--- config.mk ---
export PLATFORM = sky130hd
export DESIGN_NAME = knp_cell
export DESIGN_NICKNAME = d
export VERILOG_FILES = /design/src/rtl/knp_pkg.sv /design/src/rtl/knp_cell.sv
export SDC_FILE = /design/constraint.sdc
export NUM_CORES = 1
export LEC_CHECK = 0
export BUFFER_PORTS_ARGS = -buffer_cell sky130_fd_sc_hd__buf_4
export CORE_MARGIN = 5
export CORE_UTILIZATION = 46
export CTS_BUF_LIST = sky130_fd_sc_hd__clkbuf_8
export DETAILED_ROUTE_END_ITERATION = 10
export GPL_TIMING_DRIVEN = 0
export PLACE_DENSITY = 0.8
export SYNTH_ARGS = -nofsm -noshare
export SYNTH_HDL_FRONTEND = slang
export SYNTH_SLANG_ARGS = --single-unit
--- constraint.sdc ---
create_clock -name i_clk -period 7.9 [get_ports i_clk]
set_clock_uncertainty 0.1 [all_clocks]
set_input_delay 0.395 -clock i_clk [delete_from_list [all_inputs] [get_ports i_clk]]
set_output_delay 0.395 -clock i_clk [all_outputs]
set_load 0.02 [all_outputs]
--- src/rtl/knp_pkg.sv ---
`timescale 1ns / 1ps
// knp_pkg: constants, payload structs and controller states for k_nearest_point_select.
// Used by knp_cell, k_nearest_point_select and the testbench; knp_ram does not use it. Depends on nothing.
package knp_pkg;

    localparam int MAX_POINTS    = 1024;
    localparam int MAX_NEIGHBORS = 8;
    localparam int COORD_BITS    = 18;

    localparam int IDX_W   = $clog2(MAX_POINTS);
    localparam int CNT_W   = $clog2(MAX_POINTS + 1);
    localparam int NB_W    = $clog2(MAX_NEIGHBORS + 1);
    localparam int NSEL_W  = (MAX_NEIGHBORS > 1) ? $clog2(MAX_NEIGHBORS) : 1;
    localparam int SQ_W    = 2 * COORD_BITS;
    localparam int DIST_W  = SQ_W + 1;
    localparam int POINT_W = 2 * COORD_BITS;

    localparam int OP_W       = 2;
    localparam int LIMIT_W    = 4;
    localparam int SAME_W     = 8;
    localparam int CFG_IDX_W  = 2;
    localparam int CFG_DATA_W = 8;

    localparam logic [OP_W-1:0] OP_ADD   = 2'd0;
    localparam logic [OP_W-1:0] OP_QUERY = 2'd1;
    localparam logic [OP_W-1:0] OP_CLEAR = 2'd2;

    localparam logic [CFG_IDX_W-1:0] REG_NEIGHBOR_LIMIT   = 2'd0;
    localparam logic [CFG_IDX_W-1:0] REG_SAME_POINT_LIMIT = 2'd1;

    localparam logic [LIMIT_W-1:0] NEIGHBOR_LIMIT_RESET = 4'd4;

    typedef struct packed {
        logic [OP_W-1:0]       operation;
        logic [COORD_BITS-1:0] point_x;
        logic [COORD_BITS-1:0] point_y;
    } t_in_item;

    typedef struct packed {
        logic [COORD_BITS-1:0] neighbor_x;
        logic [COORD_BITS-1:0] neighbor_y;
        logic [IDX_W-1:0]      neighbor_index;
        logic                  found;
        logic                  short_list;
        logic                  last;
    } t_out_item;

    // what one sorting cell shows its right-hand neighbor
    typedef struct packed {
        logic              less;
        logic              valid;
        logic [DIST_W-1:0] dist_sq;
        logic [IDX_W-1:0]  idx;
    } t_link;

    typedef enum logic [2:0] {
        S_IDLE,
        S_SCAN,
        S_DRAIN,
        S_EMIT_RD,
        S_EMIT_LD
    } t_state;

endpackage

--- src/rtl/knp_cell.sv ---
`timescale 1ns / 1ps
// knp_cell: one slot of the sorted nearest-point list (insertion chain).
// Depends on knp_pkg for t_link and widths.
module knp_cell (
    input  logic                        i_clk,
    input  logic                        i_rst_n,
    input  logic                        i_clear,
    input  logic                        i_cand_valid,
    input  logic [knp_pkg::DIST_W-1:0]  i_cand_dist,
    input  logic [knp_pkg::IDX_W-1:0]   i_cand_idx,
    input  knp_pkg::t_link              i_prev,
    output knp_pkg::t_link              o_link
);

    logic                       r_valid;
    logic [knp_pkg::DIST_W-1:0] r_dist;
    logic [knp_pkg::IDX_W-1:0]  r_idx;
    logic                       w_less;

    // strict compare: an equal distance lands behind the earlier point
    assign w_less = !r_valid || (i_cand_dist < r_dist);

    always_ff @(posedge i_clk) begin
        if (!i_rst_n) begin
            r_valid <= 1'b0;
        end else if (i_clear) begin
            r_valid <= 1'b0;
        end else if (i_cand_valid) begin
            if (i_prev.less) begin
                r_valid <= i_prev.valid;
            end else if (w_less) begin
                r_valid <= 1'b1;
            end
        end
    end

    always_ff @(posedge i_clk) begin
        if (i_cand_valid) begin
            if (i_prev.less) begin
                r_dist <= i_prev.dist_sq;
                r_idx  <= i_prev.idx;
            end else if (w_less) begin
                r_dist <= i_cand_dist;
                r_idx  <= i_cand_idx;
            end
        end
    end

    assign o_link.less    = w_less;
    assign o_link.valid   = r_valid;
    assign o_link.dist_sq = r_dist;
    assign o_link.idx     = r_idx;

endmodule

# == Word-level counts from Yosys, hierarchy flattened ==
# Index checks and enable logic that the tools add are counted.
# op_classes
addsub,0
n_mul,0
div_mod_pow,0
magnitude_cmp,1
n_eq_ne,0
shifts,0
mux,6
bitwise_logic,1
n_reduce_logical,5
# ops
cell,count
$mux W37,2
$lt A37 B37 Y1,1
$mux W10,2
$mux W1,2
$reduce_and A2 Y1,1
$reduce_bool A2 Y1,1
$reduce_or A2 Y1,1
$logic_not A1 Y1,1
$logic_or A1 B1 Y1,1
$not A1 Y1,1
# word_totals
reg_bits,48
latchBits,0
ramBits,0
rom_bits,0
in_bits,100
output_inout_bits,49
wordCells,16
n_memories,0

# == Logic depth before layout (Yosys ltp) ==
# Gate-level depths: netlist of the first run.
# depth
word_depth,4
ltp_mapped,8
ltp_nobuf,7

# == Worst setup path after synthesis of the first run ==
# No wires, ideal clock.
# synth_path
path_type,register to register
start,register r_dist[18] in the netlist's numbering
end,"register r_dist[0] in the netlist's numbering, enable pin"
setup_ps,522
arrival_time_ps,4972
t_required_ps,7278
slack_ps,2306
stages_incl_launch_ff,8
n_path_buf,0
synth_period_minus_slack_ps,5594
path_cell_list,edfxtp_1 inv_1 ha_1 nand4_1 nor3_1 a221oi_1 a21oi_1 o31ai_1
# synth_via
elab_chain_cells,4
# synth_lines
element,line_no,text
from (decl),knp_cell.sv:16,logic [knp_pkg::DIST_W-1:0] r_dist;
from (signal assigned),knp_cell.sv:40,r_dist <= i_prev.dist_sq;
from (signal assigned),knp_cell.sv:43,r_dist <= i_cand_dist;
$lt A37 B37 Y1,knp_cell.sv:21,assign w_less = !r_valid || (i_cand_dist < r_dist);
$logic_or A1 B1 Y1,knp_cell.sv:21,
$reduce_bool A2 Y1 (no source line),n/a,
$reduce_and A2 Y1 (no source line),n/a,
# Every way passes these cells.
# A chain may end at the register's enable or synchronous reset.

# == Worst setup path after layout of the first run ==
# layout_path
start,register r_dist[24] in the netlist's numbering
end,"register r_idx[9] in the netlist's numbering, enable pin"
# layout_via
elab_chain_cells,4
# layout_lines
element,line_no,text
$lt A37 B37 Y1,knp_cell.sv:21,
$logic_or A1 B1 Y1,knp_cell.sv:21,
$reduce_bool A2 Y1 (no source line),n/a,
$reduce_and A2 Y1 (no source line),n/a,
to (signal assigned),knp_cell.sv:41,r_idx <= i_prev.idx;
to (signal assigned),knp_cell.sv:44,r_idx <= i_cand_idx;
to (decl),knp_cell.sv:17,logic [knp_pkg::IDX_W-1:0] r_idx;
# Every way passes these cells.

==> out/summary.txt, run 1 <==
Routed via count: 2422
Placed instance area: 0.00424 mm^2
Seq/Total Area, Yosys: 0.480
Async SR Flop Fraction: 0
Full die area: 0.00819 mm^2
RR Startpoint: r_dist[24]
Ys flop type: edfxtp_1
Design area: 0.00432 mm^2
Most common cell after layout, fill and taps aside: buf_4
# setup viols final: 0
Setup bufs post-CTS: 0
Core area: 0.00631 mm^2
GRT Overall Usage: 0.181
Yosys warning count: 0
DR iter-0 viols: 44
Height of the die: 90.5 um
Ports: 149
Rows: 29
VDD IR max: 0.117 mV
Leakage: 2.06 nW
Post-route minimum period: 2.90 ns
EDFF count, synth: 47
Post-DRT Antenna Nets: 0
CTS tree: yes
Grt ovf: 0
Worst setup SP type: flip-flop
Post-synth top area share: 0.474
Cells along the critical path: inv_1 > ha_1 > a21oi_1 > o21ai_1 > a221oi_1 > nand3_1 > o31ai_4 > buf_8
Syn Inst Count: 242
Post-Syn Area per Cell: 12.3 um^2
Largest net degree at the start of global routing: 21
H-tree levels: 2
Flops & latches, synth: 48
Wire per inst: 15.8 um
Top cells by area, synth: edfxtp_1 (47%), mux2_2 (18%), ha_1 (15%)
DRC Markers: 0
Slew margin rel.: 0.537
Depth of the worst register-to-register path: 8
Clk slew on worst S/H paths: 0.09 ns
Global placement routability congestion: 0.795
Number of global-route vias before repair: 2628
Yosys cell types: 30
Mapped Nets: 378
Reg2reg end: r_idx[9]
Number of max-cap violations: 0
CP required: 7.81 ns
Slowest CP cell: o31ai_4
CP Capture Type: flip-flop
Die width: 90.5 um
Final wirelength: 7.50 mm
CP startpoint: r_dist[24]
Root Buffer: clkbuf_8
Largest stage delay, worst path: 0.68 ns
Nets@finish: 534
First-pass GRT wire length: 12.2 mm
CP top delay family: compound AO/OA/AOI/OAI gates
Post_cts resized: 0
Initial Util: 0.472
Hold_buf cts: 0
Flop2flop setup slack: 5.00 ns
RSZ-0062 raised after global routing: no
Commonest cells after routing, fill and taps aside: buf_4 (149), mux2_2 (47), edfxtp_1 (47), inv_1 (38), ha_1 (36)
Layout area overhead: 45.0%
Mapped Area: 0.00298 mm^2
Max clock buf depth: 2
DR vias/cell: 5.09
Critical path class: flip-flop to flip-flop
WP depth: 8
Initial antenna violation count: 0
CTS Buf Count: 5
Worst slew pin tran: 0.695 ns
Final Hold Viols: 0
CP Max Fanout: 19
Pins Over Slew Limit: 0
Clk Latency, worst-skew pair: 0.30 ns
Detailed Place HPWL: 6.36 mm
Drt pass-1 iters: 4
FMAX: 345 MHz
CP Capture Point: r_idx[9]
Period utilization: 0.367
Crit path DAT: 2.81 ns
Port bufs: 147
Outcome: finished, final reports clean
N_diodes: 0
Number of clock sinks: 48
Share of layout cells above drive strength 1: 0.531
Area leader, netlist: edfxtp_1
Hold crit path type: input pin to flip-flop
Pwr/cell area: 161 mW/mm^2
Setup TNS: 0 ns
Worst Path Buf+Inv: 2
## state kept, by name (all words and copies together) (netlist names)
| name | cells |
|---|---|
| r_valid | 1 |
| r_dist | 37 |
| r_idx | 10 |
## per-stage QoR
step / std cells / total power [W] / setup slack [ns] / utilization / hold WS (ns)
final: 476 / 0.000695 / 5.00 / 0.684 / 0.143
after global routing: 476 / 0.000737 / 4.84 / 0.684 / 0.132
after CTS: 476 / 0.000704 / 5.00 / 0.684 / 0.129
after detailed placement: 468 / 0.000561 / 4.88 / 0.671 / 0.460
after global placement: 466 / 0.000551 / 0.497 / 0.662 / 0.458
after floorplan: 242 / 0.000452 / 2.31 / - / 0.371
## Yosys cell counts, types with 2 or more instances
library cell  count
nor2_1            3
o21ai_1           2
edfxtp_1         47
mux2_2           47
a21oi_1          17
nand4_1           7
nand2b_1          2
nand3_1           2
nor3_1            2
inv_1            37
ha_1             36
a221oi_1          2
o21ai_0           7
buf_1             2
buf_2             2
buf_4             2
o31ai_1           2
nand2_1          11
## area by class of cell
class / instances / area [um^2]
fill: 500 / 1990
sequential: 48 / 1430
multi-input combinational: 150 / 1390
timing repair buffer: 149 / 1150
inverter: 37 / 139
tap: 77 / 96.3
clock buffer: 5 / 68.8
buffer: 7 / 36.3
clock inverter: 3 / 15.0
## metal layers
| layer | global-route usage | wire length [um] | vias to the layer above | part of all wire |
|---|---|---|---|---|
| met1 | 0.192 | 2870 | 1126 | 0.38 |
| met5 | 0 | 0 | - | 0 |
| met4 | 0.0546 | 127 | 0 | 0.017 |
| met3 | 0.0658 | 611 | 13 | 0.081 |
| met2 | 0.332 | 3890 | 89 | 0.52 |
| li1 | - | - | 1194 | - |
## worst min-delay path by stage
stage	startpoint	end	slack, ns	cells after the start
after global routing	i_clear	r_valid	0.13	2
after CTS	i_clear	r_valid	0.13	2
final	i_clear	r_valid	0.14	2
after floorplan	i_clear	r_valid	0.37	1
after global placement	i_clear	r_valid	0.46	2
after detailed placement	i_clear	r_valid	0.46	2
## logic make-up (layout without fill, tap and decap cells)
logic type                 count (synthesis)  in the layout  share of synthesized area
buffers and inverters                     44            201                     0.0588
muxes                                     47             47                      0.178
AOI/OAI and AO/OA                         34             34                     0.0643
DFF                                       48             48                      0.480
and+or+nand+nor                           33             33                     0.0676
adders and majority gates                 36             36                      0.151
## where the power goes
group	internal (W)	switching, W	leakage, nW
clock	0.0000603	0.0000825	0.0430
combinational	0.000113	0.000113	1.54
sequential	0.000314	0.0000123	0.478
Note: power is estimated with default switching activity, not from simulation.
==> run 2, diff against run 1 <==
ABC_AREA = 1   (was unset)
CORE_UTILIZATION = 43   (was 46)
PLACE_DENSITY = 0.78   (was 0.8)
clock period = 2.6 ns   (was 7.9 ns; I/O delays follow)
==> out/summary.txt, run 2 <==
Height of the die: 94.6 um
Setup TNS: 0 ns
N_diodes: 0
Wire per inst: 14.2 um
Pwr/cell area: 422 mW/mm^2
Final Hold Viols: 0
Top cells by area, synth: edfxtp_1 (46%), nand2_1 (22%), ha_1 (15%)
CTS tree: yes
Xor and xnor area share after synthesis: 0
Core area: 0.00687 mm^2
Period utilization: 0.982
EDFF count, synth: 47
Outcome: finished, final reports clean
Share of layout cells above drive strength 1: 0.303
Setup slack at placement: -0.445 ns
Number of max-cap violations: 0
Routed via count: 3183
Area leader, netlist: edfxtp_1
CP Capture Type: flip-flop
Nets@finish: 732
CP Max Fanout: 24
Global placement routability congestion: 0.763
Crit path DAT: 2.33 ns
Leakage: 2.68 nW
Number of clock sinks: 48
Drt pass-1 iters: 4
DR vias/cell: 4.59
Ports: 149
Largest family of logic cells by synthesized area: simple AND/OR/NAND/NOR gates
Initial Util: 0.448
CP required: 2.38 ns
Worst slew pin tran: 0.568 ns
Clk slew on worst S/H paths: 0.10 ns
Rows: 30
Async SR Flop Fraction: 0
Synth Area in Simple Gates: 0.260
Post-route minimum period: 2.55 ns
DRC Markers: 0
Clk Latency, worst-skew pair: 0.31 ns
Detailed Place HPWL: 6.50 mm
Max clock buf depth: 2
Post-synth top area share: 0.459
Max reg flops: 37
Critical path class: flip-flop to flip-flop
Fin worst setup slack: 0.0469 ns
Grt ovf: 0
H-tree levels: 2
Die width: 94.6 um
Largest net degree at the start of global routing: 25
RSZ-0062 raised after global routing: yes
FMAX: 392 MHz
Top Registers: r_dist x37, r_idx x10, r_valid x1
Worst setup SP type: flip-flop
Area share of fa/ha/maj cells after synthesis: 0.146
Layout area overhead: 66.2%
Slew margin rel.: 0.621
DR iter-0 viols: 109
Compound-Gate Fraction of Synth Area: 0.0390
Pins Over Slew Limit: 0
First-pass GRT wire length: 14.9 mm
Syn Inst Count: 375
GRT Overall Usage: 0.214
Post-synthesis mux area share: 0
Post-DRT Antenna Nets: 0
Hold slack: 0.00468 ns
Final wirelength: 9.83 mm
Top-count cell post-synth: nand2_1
Most common cell after layout, fill and taps aside: nand2_1
# setup viols final: 0
Seq/Total Area, Yosys: 0.465
Commonest cells after routing, fill and taps aside: nand2_1 (178), buf_4 (149), dlygate4sd3_1 (66), inv_1 (52), edfxtp_1 (47)
Hold crit path type: input pin to flip-flop
Initial antenna violation count: 0
Mapped Area: 0.00308 mm^2
Yosys warning count: 0
Largest reg by FF count: r_dist
Root Buffer: clkbuf_8
Synth top cells by count: nand2_1 (179), inv_1 (54), edfxtp_1 (47)
Full die area: 0.00895 mm^2
Flops & latches, synth: 48
Yosys cell types: 21
Post-Syn Area per Cell: 8.21 um^2
Number of global-route vias before repair: 3179
VDD IR max: 0.242 mV
Port bufs: 147
Ys flop type: edfxtp_1
CTS Buf Count: 5
Fillers: 532
Mapped Nets: 511
-- run 2: repair_timing --
item / in CTS / in global routing
setup endpoints to repair: 47 / 47
pin swaps: 1 / 2
hold buffers: 64 / 2
gates resized for setup: 3 / 2
buffers inserted: 0 / 0
hold endpoints to repair: 40 / 1
gates cloned: 1 / 0
-- run 2: kinds of logic (layout without fill, tap and decap cells) --
group                      Yosys count  after routing
AOI/OAI and AO/OA                   22             22
adders and majority gates           36             36
buffers and inverters               67            289
DFF                                 48             48
and+or+nand+nor                    202            202
-- run 2: power breakdown --
| part | internal [W] | switching, W |
|---|---|---|
| registers | 0.000918 | 0.0000276 |
| clock network | 0.000285 | 0.000274 |
| logic | 0.000335 | 0.000317 |
| total | 0.00154 | 0.000618 |
-- run 2: worst paths after layout --
check        slack (ns)            start  cells past startpoint         end
max reg2reg        0.05       r_dist[34]                     11   r_dist[4]
max                0.05       r_dist[34]                     11   r_dist[4]
min               0.005  i_cand_dist[12]                      3  r_dist[12]
min reg2reg        1.08          r_valid                      3    r_idx[2]
-- run 2: area by class of cell --
type / instances / area, um^2 / area share
clock inverter: 3 / 42.5 / 0.00832
timing repair inverter: 1 / 7.51 / 0.00147
inverter: 54 / 206 / 0.0404
clock buffer: 5 / 68.8 / 0.0135
multi-input combinational: 260 / 1400 / 0.274
sequential: 48 / 1430 / 0.280
timing repair buffer: 213 / 1760 / 0.345
tap: 96 / 120 / 0.0235
buffer: 13 / 72.6 / 0.0142
-- run 2: metrics by stage --
stage | instances | util | total power (W) | instance area, um^2
after floorplan | 375 | - | 0.00124 | 3100
after global placement | 618 | 0.629 | 0.00149 | 4320
after detailed placement | 618 | 0.629 | 0.00151 | 4320
after CTS | 691 | 0.741 | 0.00216 | 5090
after global routing | 693 | 0.745 | 0.00227 | 5110
final | 693 | 0.745 | 0.00216 | 5110
-- run 2: layer usage --
layer	GRT usage	wire, um	up-vias
met4	0.0445	108	0
met3	0.0661	786	12
met5	0	0	-
li1	-	-	1623
met1	0.230	3720	1430
met2	0.409	5220	118
-- run 2: critical path: stages, from the launching register on --
cell and delay [ns]:
edfxtp_1 0.38, inv_1 0.05, ha_1 0.29, nand2_1 0.06, nor2_2 0.13, nand2_2 0.09
nor2_4 0.10, nand4_1 0.10, nand3_1 0.10, nand3_1 0.09, nand2_2 0.14, clkinvlp_4 0.49
